--- config.mk ---
export PLATFORM = sky130hd
export DESIGN_NAME = grid_sample_threshold_centroid
export DESIGN_NICKNAME = d
export VERILOG_FILES = /design/src/gstc_pkg.sv /design/src/grid_sample_threshold_centroid.sv /design/src/gstc_div.sv
export VERILOG_INCLUDE_DIRS = /design/src /design/src/src
export SDC_FILE = /design/constraint.sdc
export NUM_CORES = 2
export LEC_CHECK = 0
export ABC_AREA = 1
export BUFFER_PORTS_ARGS = -buffer_cell sky130_fd_sc_hd__buf_2
export CORE_MARGIN = 2
export CORE_UTILIZATION = 62
export CTS_CLUSTER_SIZE = 8
export DETAILED_ROUTE_END_ITERATION = 6
export PLACE_DENSITY = 0.78
export SLEW_MARGIN = 15
export SYNTH_ARGS = -nofsm -noshare
export SYNTH_HDL_FRONTEND = slang
export SYNTH_SLANG_ARGS = --single-unit
export TNS_END_PERCENT = 100
--- constraint.sdc ---
create_clock -name clk_i -period 10.94 [get_ports clk_i]
set_input_delay 1.641 -clock clk_i [delete_from_list [all_inputs] [get_ports clk_i]]
set_output_delay 1.641 -clock clk_i [all_outputs]
set_load 0.005 [all_outputs]
--- src/assert_macros.svh ---
// Assertion helpers included by the centroid RTL file
`ifndef ASSERT_MACROS_SVH
`define ASSERT_MACROS_SVH

// Check an implication on every clock edge outside reset
`define ASSERT_IMPL(label, ante, cons) \
  label: assert property (@(posedge clk_i) disable iff (!rst_ni) (ante) |-> (cons)) \
    else $error("assertion failed");

// Check an implication in the cycle after the antecedent
`define ASSERT_NEXT(label, ante, cons) \
  label: assert property (@(posedge clk_i) disable iff (!rst_ni) (ante) |=> (cons)) \
    else $error("assertion failed");

`endif

--- src/gstc_pkg.sv ---
package gstc_pkg;

  localparam int MatrixDim  = 16;
  localparam int CoordBits  = 12;
  // wide enough for a 30-bit moment shifted left by 14
  localparam int DivBits    = 44;

  localparam logic [2:0] RegWidth     = 3'd0;
  localparam logic [2:0] RegHeight    = 3'd1;
  localparam logic [2:0] RegColumns   = 3'd2;
  localparam logic [2:0] RegRows      = 3'd3;
  localparam logic [2:0] RegThreshold = 3'd4;
  localparam logic [2:0] RegInvert    = 3'd5;

  // Unsigned restoring divider request
  typedef struct packed {
    logic               start;
    logic [DivBits-1:0] num;
    logic [DivBits-1:0] den;
  } div_req_t;

  typedef struct packed {
    logic               done;
    logic [DivBits-1:0] quot;
    logic [DivBits-1:0] rem;
  } div_rsp_t;

endpackage

--- src/grid_sample_threshold_centroid.sv ---
// Grid-sampled thresholded weighted centroid.
// Input channel: one RGBA pixel per beat (in_valid_i / in_stall_o) in raster
// order; frame_start marks the first pixel of a frame.
// Output channel: out_valid_o / out_stall_i. Each sample point yields a
// matrix beat (result_kind 0); the last pixel of a frame also yields a
// summary beat (result_kind 1, last 1) with channel means, mean weight and
// the normalized centroid.
// Configuration: cfg_we_i / cfg_idx_i / cfg_data_i, written while idle.
// Timing: grid placement and sample arithmetic run through one shared
// 44-bit serial divider; each division is a start, 44 steps and a done.
// A sample-point pixel needs four divisions, and a new beat is taken only
// once the sequencer is back in idle. The last pixel of a frame adds up to
// seven divisions. The divider sets the rate unless the output stalls.
// A result waits in the output register while stalled; the next pixel is
// still taken and holds in the sequencer when its own result is ready.
// Reset clears position, frame sums, held centroid and registers to their
// reset values; no clearing pass is needed.
module grid_sample_threshold_centroid import gstc_pkg::*; (
  input  logic               clk_i,
  input  logic               rst_ni,
  input  logic               cfg_we_i,
  input  logic [2:0]         cfg_idx_i,
  input  logic [11:0]        cfg_data_i,
  input  logic               in_valid_i,
  output logic               in_stall_o,
  input  logic [7:0]         red_i,
  input  logic [7:0]         green_i,
  input  logic [7:0]         blue_i,
  input  logic [7:0]         alpha_i,
  input  logic               frame_start_i,
  output logic               out_valid_o,
  input  logic               out_stall_i,
  output logic               result_kind_o,
  output logic [7:0]         matrix_index_o,
  output logic [9:0]         point_value_o,
  output logic [7:0]         avg_alpha_o,
  output logic [7:0]         avg_red_o,
  output logic [7:0]         avg_green_o,
  output logic [7:0]         avg_blue_o,
  output logic signed [14:0] centroid_x_o,
  output logic signed [14:0] centroid_y_o,
  output logic [9:0]         mean_weight_o,
  output logic               centroid_valid_o,
  output logic               last_o
);

  `include "assert_macros.svh"

  localparam logic [3:0] StIdle  = 4'd0;
  localparam logic [3:0] StDiv   = 4'd1;
  localparam logic [3:0] StWait  = 4'd2;
  localparam logic [3:0] StPoint = 4'd3;
  localparam logic [3:0] StSum   = 4'd4;
  localparam logic [3:0] StOutP  = 4'd5;
  localparam logic [3:0] StOutS  = 4'd6;
  localparam logic [3:0] StNorm  = 4'd7;

  // Division jobs in order
  localparam logic [3:0] JGapC = 4'd0;
  localparam logic [3:0] JPosC = 4'd1;
  localparam logic [3:0] JGapR = 4'd2;
  localparam logic [3:0] JPosR = 4'd3;
  localparam logic [3:0] JCx   = 4'd4;
  localparam logic [3:0] JCy   = 4'd5;
  localparam logic [3:0] JMw   = 4'd6;
  localparam logic [3:0] JA    = 4'd7;
  localparam logic [3:0] JR    = 4'd8;
  localparam logic [3:0] JG    = 4'd9;
  localparam logic [3:0] JB    = 4'd10;

  logic [11:0] width_q, height_q;
  logic [4:0]  cols_q, rows_q;
  logic [7:0]  thr_q;
  logic        inv_q;

  logic [3:0]  state_q, state_d;
  logic [3:0]  job_q, job_d;
  logic [CoordBits-1:0] col_q, col_d, row_q, row_d;
  logic [15:0] csum_q [4];
  logic [15:0] csum_d [4];
  logic [17:0] wsum_q, wsum_d;
  logic [29:0] wx_q, wx_d, wy_q, wy_d;
  logic [8:0]  cnt_q, cnt_d;
  logic [14:0] hcx_q, hcx_d, hcy_q, hcy_d;
  logic [9:0]  hmw_q, hmw_d;

  logic [7:0]  r_q, g_q, b_q, a_q;
  logic [11:0] gap_q, gap_d;
  logic        onc_q, onc_d, onr_q, onr_d;
  logic [4:0]  kc_q, kc_d, kr_q, kr_d;
  logic        eof_q, eof_d, valid_q, valid_d;
  logic [9:0]  val_q, val_d;
  logic [7:0]  avg_q [4];
  logic [7:0]  avg_d [4];
  logic [29:0] prod_q, prod_d;

  logic        ov_q, ov_d;
  logic        okind_q, okind_d, olast_q, olast_d, ocv_q, ocv_d;
  logic [7:0]  oidx_q, oidx_d;
  logic [9:0]  oval_q, oval_d, omw_q, omw_d;
  logic [7:0]  oavg_q [4];
  logic [7:0]  oavg_d [4];
  logic [14:0] ocx_q, ocx_d, ocy_q, ocy_d;

  div_req_t dreq;
  div_rsp_t drsp;

  gstc_div u_div (.clk_i(clk_i), .rst_ni(rst_ni), .req_i(dreq), .rsp_o(drsp));

  logic [11:0] w_eff, h_eff, off_c;
  logic [4:0]  nc, nr;
  logic [9:0]  lw;
  logic [12:0] nxt_col, nxt_row;
  logic        accept, out_take;
  logic [DivBits-1:0] mq;

  always_comb begin
    w_eff  = (width_q == '0) ? 12'd1 : width_q;
    h_eff  = (height_q == '0) ? 12'd1 : height_q;
    nc     = (cols_q == '0) ? 5'd1 : ((cols_q > 5'(MatrixDim)) ? 5'(MatrixDim) : cols_q);
    nr     = (rows_q == '0) ? 5'd1 : ((rows_q > 5'(MatrixDim)) ? 5'(MatrixDim) : rows_q);
    lw     = 10'(r_q) + 10'(g_q) + 10'(b_q);
    if (inv_q) lw = 10'd765 - lw;
    off_c  = {1'b0, gap_q[11:1]};
    nxt_col = 13'(col_q) + 13'd1;
    nxt_row = 13'(row_q) + 13'd1;
    accept   = in_valid_i && !in_stall_o;
    out_take = ov_q && !out_stall_i;
    mq = drsp.quot;
  end

  assign in_stall_o = (state_q != StIdle);

  // Sequencer
  always_comb begin
    state_d = state_q;
    job_d   = job_q;
    col_d = col_q; row_d = row_q;
    csum_d = csum_q; wsum_d = wsum_q; wx_d = wx_q; wy_d = wy_q; cnt_d = cnt_q;
    hcx_d = hcx_q; hcy_d = hcy_q; hmw_d = hmw_q;
    gap_d = gap_q; onc_d = onc_q; onr_d = onr_q; kc_d = kc_q; kr_d = kr_q;
    eof_d = eof_q; valid_d = valid_q; val_d = val_q; avg_d = avg_q;
    prod_d = prod_q;
    ov_d = ov_q; okind_d = okind_q; olast_d = olast_q; ocv_d = ocv_q;
    oidx_d = oidx_q; oval_d = oval_q; omw_d = omw_q; oavg_d = oavg_q;
    ocx_d = ocx_q; ocy_d = ocy_q;
    dreq = '0;

    if (out_take) ov_d = 1'b0;

    case (state_q)
      StIdle: begin
        if (accept) begin
          if (frame_start_i) begin
            col_d = '0; row_d = '0;
            for (int c = 0; c < 4; c++) csum_d[c] = '0;
            wsum_d = '0; wx_d = '0; wy_d = '0; cnt_d = '0;
          end
          job_d = JGapC;
          state_d = StDiv;
        end
      end
      StDiv: begin
        dreq.start = 1'b1;
        case (job_q)
          JGapC: begin dreq.num = DivBits'(w_eff); dreq.den = DivBits'(nc); end
          JPosC: begin
            dreq.num = DivBits'(col_q - off_c);
            dreq.den = DivBits'(gap_q);
          end
          JGapR: begin dreq.num = DivBits'(h_eff); dreq.den = DivBits'(nr); end
          JPosR: begin
            dreq.num = DivBits'(row_q - off_c);
            dreq.den = DivBits'(gap_q);
          end
          JCx: begin dreq.num = DivBits'({wx_q, 14'd0}); dreq.den = prod_q == '0 ?
                 DivBits'(1) : DivBits'(prod_q); end
          JCy: begin dreq.num = DivBits'({wy_q, 14'd0}); dreq.den = prod_q == '0 ?
                 DivBits'(1) : DivBits'(prod_q); end
          JMw: begin dreq.num = DivBits'(wsum_q); dreq.den = DivBits'(cnt_q); end
          JA:  begin dreq.num = DivBits'(csum_q[0]); dreq.den = DivBits'(cnt_q); end
          JR:  begin dreq.num = DivBits'(csum_q[1]); dreq.den = DivBits'(cnt_q); end
          JG:  begin dreq.num = DivBits'(csum_q[2]); dreq.den = DivBits'(cnt_q); end
          default: begin dreq.num = DivBits'(csum_q[3]); dreq.den = DivBits'(cnt_q); end
        endcase
        state_d = StWait;
      end
      StWait: begin
        if (drsp.done) begin
          state_d = StDiv;
          case (job_q)
            JGapC: begin
              gap_d = (mq[11:0] == '0) ? 12'd1 : mq[11:0];
              job_d = JPosC;
              if (col_q < {1'b0, gap_d[11:1]}) begin
                onc_d = 1'b0;
                job_d = JGapR;
              end
            end
            JPosC: begin
              onc_d = (drsp.rem == '0) && (mq < DivBits'(nc));
              kc_d  = mq[4:0];
              job_d = JGapR;
            end
            JGapR: begin
              gap_d = (mq[11:0] == '0) ? 12'd1 : mq[11:0];
              job_d = JPosR;
              if (row_q < {1'b0, gap_d[11:1]}) begin
                onr_d = 1'b0;
                state_d = StPoint;
              end
            end
            JPosR: begin
              onr_d = (drsp.rem == '0) && (mq < DivBits'(nr));
              kr_d  = mq[4:0];
              state_d = StPoint;
            end
            JCx: begin
              if (mq > DivBits'(32767)) hcx_d = 15'd16383;
              else if (mq[15:0] >= 16'd16384) hcx_d = 15'(mq[15:0] - 16'd16384);
              else hcx_d = 15'(mq[15:0]) - 15'd16384;
              prod_d = 30'(wsum_q) * 30'(h_eff[11:1] == '0 ? 12'd1 :
                       {1'b0, h_eff[11:1]});
              job_d = JCy;
            end
            JCy: begin
              if (mq > DivBits'(32767)) hcy_d = 15'd16383;
              else if (mq[15:0] >= 16'd16384) hcy_d = 15'(mq[15:0] - 16'd16384);
              else hcy_d = 15'(mq[15:0]) - 15'd16384;
              job_d = JMw;
            end
            JMw: begin
              // a wrapped point count of zero gives zero means
              if (cnt_q == '0) begin
                hmw_d = '0;
                state_d = StOutS;
              end else begin
                hmw_d = mq[9:0];
                job_d = JA;
              end
            end
            JA: begin avg_d[0] = mq[7:0]; job_d = JR; end
            JR: begin avg_d[1] = mq[7:0]; job_d = JG; end
            JG: begin avg_d[2] = mq[7:0]; job_d = JB; end
            default: begin avg_d[3] = mq[7:0]; state_d = StOutS; end
          endcase
        end
      end
      StPoint: begin
        // accumulate the sample, stage the point beat
        eof_d = (nxt_col >= 13'(w_eff)) && (nxt_row >= 13'(h_eff));
        if (onc_q && onr_q) begin
          val_d = (lw >= 10'(thr_q) * 10'd3) ? lw : 10'd0;
          csum_d[0] = csum_q[0] + 16'(a_q);
          csum_d[1] = csum_q[1] + 16'(r_q);
          csum_d[2] = csum_q[2] + 16'(g_q);
          csum_d[3] = csum_q[3] + 16'(b_q);
          cnt_d  = cnt_q + 9'd1;
          wsum_d = wsum_q + 18'(val_d);
          wx_d   = wx_q + 30'(col_q) * 30'(val_d);
          wy_d   = wy_q + 30'(row_q) * 30'(val_d);
          state_d = StOutP;
        end else begin
          state_d = StSum;
        end
      end
      StOutP: begin
        if (!ov_q || out_take) begin
          ov_d = 1'b1; okind_d = 1'b0; olast_d = 1'b0; ocv_d = 1'b0;
          oidx_d = {kc_q[3:0], kr_q[3:0]};
          oval_d = val_q; omw_d = '0; ocx_d = '0; ocy_d = '0;
          for (int c = 0; c < 4; c++) oavg_d[c] = '0;
          state_d = StSum;
        end
      end
      StSum: begin
        if (!eof_q) begin
          if (nxt_col >= 13'(w_eff)) begin
            col_d = '0; row_d = nxt_row[CoordBits-1:0];
          end else begin
            col_d = nxt_col[CoordBits-1:0];
          end
          state_d = StIdle;
        end else begin
          valid_d = wsum_q != '0;
          if (cnt_q == '0) begin
            for (int c = 0; c < 4; c++) avg_d[c] = '0;
          end
          if (wsum_q != '0) begin
            prod_d = 30'(wsum_q) * 30'(w_eff[11:1] == '0 ? 12'd1 :
                     {1'b0, w_eff[11:1]});
            job_d = JCx;
            state_d = StNorm;
          end else if (cnt_q != '0) begin
            job_d = JA;
            state_d = StDiv;
          end else begin
            state_d = StOutS;
          end
        end
      end
      StNorm: begin
        // wait here while the denominator product registers
        state_d = StDiv;
      end
      StOutS: begin
        if (!ov_q || out_take) begin
          ov_d = 1'b1; okind_d = 1'b1; olast_d = 1'b1; ocv_d = valid_q;
          oidx_d = '0; oval_d = '0;
          omw_d = hmw_q; ocx_d = hcx_q; ocy_d = hcy_q;
          oavg_d = avg_q;
          for (int c = 0; c < 4; c++) csum_d[c] = '0;
          wsum_d = '0; wx_d = '0; wy_d = '0; cnt_d = '0;
          col_d = '0; row_d = '0;
          state_d = StIdle;
        end
      end
      default: state_d = StIdle;
    endcase
  end

  always_ff @(posedge clk_i or negedge rst_ni) begin
    if (!rst_ni) begin
      width_q <= 12'd640; height_q <= 12'd480;
      cols_q <= 5'd8; rows_q <= 5'd8; thr_q <= 8'd64; inv_q <= 1'b0;
      state_q <= StIdle; job_q <= JGapC;
      col_q <= '0; row_q <= '0;
      for (int c = 0; c < 4; c++) csum_q[c] <= '0;
      wsum_q <= '0; wx_q <= '0; wy_q <= '0; cnt_q <= '0;
      hcx_q <= '0; hcy_q <= '0; hmw_q <= '0;
      ov_q <= 1'b0;
    end else begin
      if (cfg_we_i) begin
        case (cfg_idx_i)
          RegWidth:     width_q  <= cfg_data_i;
          RegHeight:    height_q <= cfg_data_i;
          RegColumns:   cols_q   <= cfg_data_i[4:0];
          RegRows:      rows_q   <= cfg_data_i[4:0];
          RegThreshold: thr_q    <= cfg_data_i[7:0];
          RegInvert:    inv_q    <= cfg_data_i[0];
          default: ;
        endcase
      end
      state_q <= state_d; job_q <= job_d;
      col_q <= col_d; row_q <= row_d;
      csum_q <= csum_d; wsum_q <= wsum_d; wx_q <= wx_d; wy_q <= wy_d;
      cnt_q <= cnt_d;
      hcx_q <= hcx_d; hcy_q <= hcy_d; hmw_q <= hmw_d;
      ov_q <= ov_d;
    end
  end

  always_ff @(posedge clk_i) begin
    if (accept) begin
      r_q <= red_i; g_q <= green_i; b_q <= blue_i; a_q <= alpha_i;
    end
    gap_q <= gap_d; onc_q <= onc_d; onr_q <= onr_d; kc_q <= kc_d; kr_q <= kr_d;
    eof_q <= eof_d; valid_q <= valid_d; val_q <= val_d; avg_q <= avg_d;
    prod_q <= prod_d;
    okind_q <= okind_d; olast_q <= olast_d; ocv_q <= ocv_d;
    oidx_q <= oidx_d; oval_q <= oval_d; omw_q <= omw_d; oavg_q <= oavg_d;
    ocx_q <= ocx_d; ocy_q <= ocy_d;
  end

  assign out_valid_o      = ov_q;
  assign result_kind_o    = okind_q;
  assign matrix_index_o   = oidx_q;
  assign point_value_o    = oval_q;
  assign avg_alpha_o      = oavg_q[0];
  assign avg_red_o        = oavg_q[1];
  assign avg_green_o      = oavg_q[2];
  assign avg_blue_o       = oavg_q[3];
  assign centroid_x_o     = ocx_q;
  assign centroid_y_o     = ocy_q;
  assign mean_weight_o    = omw_q;
  assign centroid_valid_o = ocv_q;
  assign last_o           = olast_q;

  `ASSERT_IMPL(a_stall_busy, state_q != StIdle, in_stall_o)
  `ASSERT_IMPL(a_last_kind, out_valid_o, last_o == result_kind_o)
  `ASSERT_NEXT(a_accept_starts, accept, state_q == StDiv)

endmodule

--- src/gstc_div.sv ---
module gstc_div import gstc_pkg::*; (
  input  logic     clk_i,
  input  logic     rst_ni,
  input  div_req_t req_i,
  output div_rsp_t rsp_o
);

  logic [DivBits-1:0] quot_q, quot_d, rem_q, rem_d, den_q, den_d;
  logic [5:0]         cnt_q, cnt_d;
  logic               busy_q, busy_d, done_q, done_d;
  logic [DivBits:0]   trial;

  always_comb begin
    quot_d = quot_q;
    rem_d  = rem_q;
    den_d  = den_q;
    cnt_d  = cnt_q;
    busy_d = busy_q;
    done_d = 1'b0;
    trial  = {rem_q, quot_q[DivBits-1]} - {1'b0, den_q};
    if (req_i.start) begin
      quot_d = req_i.num;
      rem_d  = '0;
      den_d  = req_i.den;
      cnt_d  = 6'(DivBits);
      busy_d = 1'b1;
    end else if (busy_q) begin
      // one quotient bit per cycle
      if (!trial[DivBits]) begin
        rem_d = trial[DivBits-1:0];
        quot_d = {quot_q[DivBits-2:0], 1'b1};
      end else begin
        rem_d = {rem_q[DivBits-2:0], quot_q[DivBits-1]};
        quot_d = {quot_q[DivBits-2:0], 1'b0};
      end
      cnt_d = cnt_q - 6'd1;
      if (cnt_q == 6'd1) begin
        busy_d = 1'b0;
        done_d = 1'b1;
      end
    end
  end

  always_ff @(posedge clk_i or negedge rst_ni) begin
    if (!rst_ni) begin
      busy_q <= 1'b0;
      done_q <= 1'b0;
      cnt_q  <= '0;
    end else begin
      busy_q <= busy_d;
      done_q <= done_d;
      cnt_q  <= cnt_d;
    end
  end

  always_ff @(posedge clk_i) begin
    quot_q <= quot_d;
    rem_q  <= rem_d;
    den_q  <= den_d;
  end

  assign rsp_o.done = done_q;
  assign rsp_o.quot = quot_q;
  assign rsp_o.rem  = rem_q;

endmodule

* Yosys cells after proc, flatten, opt, wreduce, memory -nomap -nowiden
Index checks and enable logic that the tools add are counted. Widths: inputs -> output; s select.
Cells by class: $add $sub $neg 19, multipliers 5, $lt $le $gt $ge 11, equal/unequal tests 43, mux-type cells 122, reductions and logical operators 65
Operators by type and width (count):
- $pmux 88 s10 | 1
- $mux 30 | 10
- $mux 64 | 4
- $pmux 64 s3 | 1
- $pmux 30 s3 | 2
- $mux 32 | 5
- $mux 44 | 3
- $pmux 32 s2 | 2
- $mux 12 | 10
- $mux 89 | 1
- $lt 44x5->1 | 2
- $mux 15 | 5
- $mux 18 | 4
- $pmux 12 s3 | 2
- $add 16x8->16 | 4
- $add 30x22->30 | 2
- $mux 10 | 6
- $pmux 15 s2 | 2
- $pmux 30 s2 | 1
- $mul 18x11->29 | 2
- $pmux 18 s3 | 1
- $mux 8 | 6
- $sub 45x44->45 | 1
- $gt 44x15->1 const B | 1
- 69 further kinds | 187
Storage, ports and cells: register bits after elaboration 627, output and inout port bits 95, word-level logic and storage cells 322

* Depth between registers and ports, before layout
depth after elaboration 10, depth in mapped cells 48, depth with buffers taken out 47

* Cells and area by module
Synthesis repeated with hierarchy kept, for this count alone.
Unflattened totals: cell total of the unflattened synthesis 7774, area, all modules 59976.3 µm²
Modules (own cells, without submodules):
- grid_sample_threshold_centroid | instances 1, cells an instance 6352, area each 50410.8 µm², seq. area each 13244.0 µm²
- gstc_div | instances 1, cells an instance 1422, area each 9565.4 µm², seq. area each 3723.6 µm²

* Worst setup path after synthesis
Ideal clock, no wire load.
kind flip-flop to flip-flop, start point reg r_q[1], end point reg wx_q[20], data arrival time 7952 ps, required time 10818 ps, path slack 2867 ps, cell stages (with the launch flop) 37, buffers on the path 2, period minus slack after synthesis 8073 ps, path through edfxtp_1 inv_1 fa_1 inv_1 ha_1 fa_1 ha_1 nand2_1 o21ai_1 nand3_1 nand3_1 nand2_2 ha_1 a21oi_1 nand2_1 buf_2 nand2_1 buf_2 nor2_1 fa_1 inv_1 fa_1 inv_1 fa_1 fa_1 inv_1 fa_1 inv_1 ha_1 nand2_1 nor2_1 nand3_1 o21ai_0 a21oi_1 or2_2 nand3_1 o21ai_1
Between the ends: longest elaborated chain between the ends 10
Ends and longest elaborated chain:
- start: declaration | RTL line grid_sample_threshold_centroid.sv:87 | logic [7:0] r_q, g_q, b_q, a_q;
- start signal: assignment | RTL line grid_sample_threshold_centroid.sv:355 | r_q <= red_i; g_q <= green_i; b_q <= blue_i; a_q <= alpha_i;
- $add 8x8->9 (*) | RTL line grid_sample_threshold_centroid.sv:122 | lw = 10'(r_q) + 10'(g_q) + 10'(b_q);
- $add 9x8->10 (*) | RTL line grid_sample_threshold_centroid.sv:122
- $sub 10x10->10 | RTL line grid_sample_threshold_centroid.sv:123 | if (inv_q) lw = 10'd765 - lw;
- $mux 10 (*) | RTL line grid_sample_threshold_centroid.sv:123
- $ge 10x10->1 | RTL line grid_sample_threshold_centroid.sv:253 | val_d = (lw >= 10'(thr_q) * 10'd3) ? lw : 10'd0;
- $mux 10 (*) | RTL line grid_sample_threshold_centroid.sv:253
- $mul 12x10->22 (*) | RTL line grid_sample_threshold_centroid.sv:260 | wx_d = wx_q + 30'(col_q) * 30'(val_d);
- $add 30x22->30 (*) | RTL line grid_sample_threshold_centroid.sv:260
- $mux 30 (*) | RTL line grid_sample_threshold_centroid.sv:252 | if (onc_q && onr_q) begin
- $pmux 30 s3 (*) | RTL line grid_sample_threshold_centroid.sv:151 | case (state_q)
- end signal: assignment | RTL line grid_sample_threshold_centroid.sv:346 | csum_q <= csum_d; wsum_q <= wsum_d; wx_q <= wx_d; wy_q <= wy_d;
- end: declaration | RTL line grid_sample_threshold_centroid.sv:82 | logic [29:0] wx_q, wx_d, wy_q, wy_d;
Mark *: on every way between the ends. The rest lies on a longest branch, timed or not. The select of a mux whose other input is x is not followed. A chain may end at the register's enable or synchronous reset.

* Worst setup path in the final report
start point reg r_q[1], end point reg wy_q[20]
Between the ends: longest elaborated chain between the ends 10
Ends and longest elaborated chain:
- $add 8x8->9 (*) | RTL line grid_sample_threshold_centroid.sv:122
- $add 9x8->10 (*) | RTL line grid_sample_threshold_centroid.sv:122
- $sub 10x10->10 | RTL line grid_sample_threshold_centroid.sv:123
- $mux 10 (*) | RTL line grid_sample_threshold_centroid.sv:123
- $ge 10x10->1 | RTL line grid_sample_threshold_centroid.sv:253
- $mux 10 (*) | RTL line grid_sample_threshold_centroid.sv:253
- $mul 12x10->22 (*) | RTL line grid_sample_threshold_centroid.sv:261 | wy_d = wy_q + 30'(row_q) * 30'(val_d);
- $add 30x22->30 (*) | RTL line grid_sample_threshold_centroid.sv:261
- $mux 30 (*) | RTL line grid_sample_threshold_centroid.sv:252
- $pmux 30 s3 (*) | RTL line grid_sample_threshold_centroid.sv:151
- end signal: assignment | RTL line grid_sample_threshold_centroid.sv:346
- end: declaration | RTL line grid_sample_threshold_centroid.sv:82
Marks and branches as above.

==> impl_metrics.yaml <==
synthesis:
  synth_area_mm2: 0.05721
  synth_top_area_share_pct: 17.63
  synth-edff-count: 292
  synthCells: 7385
  synth_ff_type: "edfxtp_1"
  synth.avg_cell_area_um2: 7.747
  synth-seq-cells: 610
  synth_area_leaders: "fa_1, edfxtp_1, nand2_1, dfrtp_1, ha_1"
  ys_types: 52
  yosysSeqAreaShare_pct: 28.87
  yosysWarnings: 0
  syn-num-nets: 8377
  synth_largest_area_cell: "fa_1"
  async_flop_share_pct: 44.92
routing:
  drt-pass1-iter-count: 7
  vias_per_cell: 5.920
  drcViolationCount: 1
  wirelength_um: 191300
  routedWlPerCell_um: 22.04
  vias: 51399
  ant_nets: 0
  drtIter0Drc: 5811
critical_path:
  critPathBufInv: 6
  critPathArrivalTime_ns: 10.10
  crit_type: "register to register"
  cp_slowest_stage_delay_ns: 0.70
  path_delay_family: "adder cells"
  cp-start-kind: "register"
  crit_path_max_fanout: 18
  worst_path_max_delay_cell: "clkinv_1"
  cp.required_ns: 11.43
  cp-end-kind: "register"
clock_network:
  hold_buffers: 0
  clkSinkCount: 610
  cts.htree.levels: 3
  cts_buffers: 88
  clk_pin_slew_ns: 0.06
  post_cts_buffers: 0
  clk_latency_ns: 0.69
  cts-resized-gates: 0
  cts_tree: "yes"
  cts_root_buffer: "clkbuf_16"
  clock_path_buffers: 3
floorplanning:
  ios: 148
  coreArea_mm2: 0.09152
  core.rowCount: 111
  initial_utilization_pct: 62.51
  die_h_um: 307.8
  die_w_um: 307.8
  dieArea_mm2: 0.09473
global_routing:
  grt_overflow: 0
  grt_first_pass_wirelength_um: 293800
  grt_use_total_pct: 40.79
  grt_max_degree: 76
  grt_pass1_vias: 50290
  antenna_found_initial: 13
sta:
  fin_ws_ns: 1.333
  rsz0062_at_grt: "no"
  fin_skew_ns: 0.05781
  worst_hold_slack_ns: 0.4531
  maxSlewHeadroom_pct: 16.91
  worst_slew_pin_slew_ns: 1.246
  hold_viol: 0
  fmax_mhz: 104.1
  period_share_pct: 87.82
  setup_viol: 0
  fin_tns_setup_ns: 0
  min_period_ns: 9.607
  drv_slew: 0
power_and_ir_drop:
  internal-power_mw: 6.699
  power_frac_seq_pct: 26.4
  ir_drop_mv: 0.2343
  swShare_pct: 51.22
  power.static_leakage_nw: 31.21
  combPwrFrac_pct: 54.0
  power_density_mw_per_mm2: 223.1
  p_clk_share_pct: 19.6
  power.switching_mw: 7.033
flow_run:
  drv_cap: 0
placed_design:
  preCtsSetupSlack_ns: 1.486
  dp.final_hpwl_um: 144200
  numPortBuffers: 147
  place_congestion: 1.007
  placed_area_mm2: 0.05886
min_path:
  hold_class: "register to register"
run_status:
  failed_checks: "design-rule violations"
  outcome: "finished with violations"
finish:
  fillers: 7654
  drive_above_1_share_pct: 4.790
  area_growth_pct: 7.606
  fin_area_mm2: 0.06157
  layout.nets: 8412
-- layout make-up --
cell class / count / area (um^2) / share of cell area [%]
antenna: 2 / 5.005 / 0.008129
clock buffer: 156 / 2510 / 4.077
clock inverter: 8 / 187.7 / 0.3048
inverter: 1436 / 5390 / 8.755
multi-input combinational: 5083 / 34320 / 55.75
sequential: 610 / 16520 / 26.83
tap: 1186 / 1484 / 2.410
timing repair buffer: 201 / 1151 / 1.870
-- flip-flops by register name, indices dropped and copies added (netlist names), 18 cells and up --
register	count
u_div.den_q	29
wy_q	30
avg_q	32
csum_q	64
u_div.quot_q	44
u_div.rem_q	44
prod_q	29
wx_q	30
wsum_q	18
-- metrics by stage --
stage                     cells  power [mW]  util (%)
after global placement     8516       10.68     64.31
final                      8682       13.73     67.27
after global routing       8681       14.57     67.27
after floorplan            7385       8.379         -
after detailed placement   8516       10.80     64.31
after CTS                  8680       13.52     67.26
-- kinds of logic (layout without fill, tap and decap cells) --
| logic type | Yosys count | in the layout | synth area share [%] |
|---|---|---|---|
| AO/OA/AOI/OAI | 934 | 934 | 9.008 |
| multiplexers | 1 | 1 | 0.01750 |
| AND/OR/NAND/NOR | 3094 | 3094 | 21.96 |
| adder cells (fa/ha/maj) | 939 | 939 | 27.15 |
| flip-flops | 610 | 610 | 28.87 |
| other | 0 | 2 | 0 |
| buffers and inverters | 1692 | 1801 | 11.24 |
| XOR/XNOR | 115 | 115 | 1.760 |
-- cell usage in the layout, fill, tap and decap left out, types with 90 or more instances in the layout --
master     instances
dfrtp_1          265
edfxtp_1         292
inv_1           1414
nand4_1          111
clkbuf_16         90
ha_1             435
a21oi_1          335
buf_2            146
o21ai_0          368
nand3_1          280
nand2_1         1943
nor2_1           600
fa_1             504
-- worst paths after layout --
path                                           startpoint                endpoint  slack (ns)  cells past startpoint
worst max-delay path                     r_q[1]$_DFFE_PP_    wy_q[20]$_DFFE_PN0P_        1.33                     36
worst min-delay path            u_div.quot_q[5]$_DFFE_PP_      gap_q[5]$_DFFE_PP_        0.45                      0
worst max register to register           r_q[1]$_DFFE_PP_    wy_q[20]$_DFFE_PN0P_        1.33                     36
worst min register to register  u_div.quot_q[5]$_DFFE_PP_      gap_q[5]$_DFFE_PP_        0.45                      0
max in group asynchronous                          rst_ni  csum_q[60]$_DFFE_PN0P_        8.49                      2
min in group asynchronous                          rst_ni    wx_q[21]$_DFFE_PN0P_        0.92                      1
-- cell usage after synthesis (13+ instances only) --
| library cell | number |
|---|---|
| nor4_1 | 39 |
| a21o_1 | 25 |
| nor2_1 | 606 |
| nand3_1 | 282 |
| nor3_1 | 71 |
| o22ai_1 | 63 |
| o21ai_1 | 22 |
| o2111ai_1 | 13 |
| a31oi_1 | 14 |
| clkbuf_1 | 174 |
| inv_1 | 1417 |
| o21a_1 | 16 |
| a21oi_1 | 335 |
| xnor2_1 | 52 |
| nand4_1 | 111 |
| nand2_1 | 1945 |
| ha_1 | 435 |
| fa_1 | 504 |
| buf_2 | 40 |
| dfxtp_1 | 44 |
| o21ai_0 | 368 |
| dfrtp_1 | 265 |
| edfxtp_1 | 292 |
| buf_1 | 35 |
| o21bai_1 | 13 |
| inv_2 | 13 |
| xor2_1 | 63 |
-- per-layer routing --
layer	global-route usage (%)	vias to the layer above	wire length, um	share of wire (%)
met4	19.34	20	10210	5.3
li1	-	23292	-	-
met3	9.242	588	21450	11
met2	61.81	2868	83330	44
met1	55.67	24631	76110	40
met5	0.8786	-	231	0.12
-- power groups by stage --
stage                     sequential [mW]  combinational (mW)  clock (mW)
after floorplan                      3.37                5.01           0
after global placement               3.61                7.06           0
after detailed placement             3.63                7.17           0
after CTS                            3.60                7.22        2.70
after global routing                 3.66                8.12        2.79
final                                3.62                7.42        2.69
Note: power is estimated with default switching activity, not from simulation.
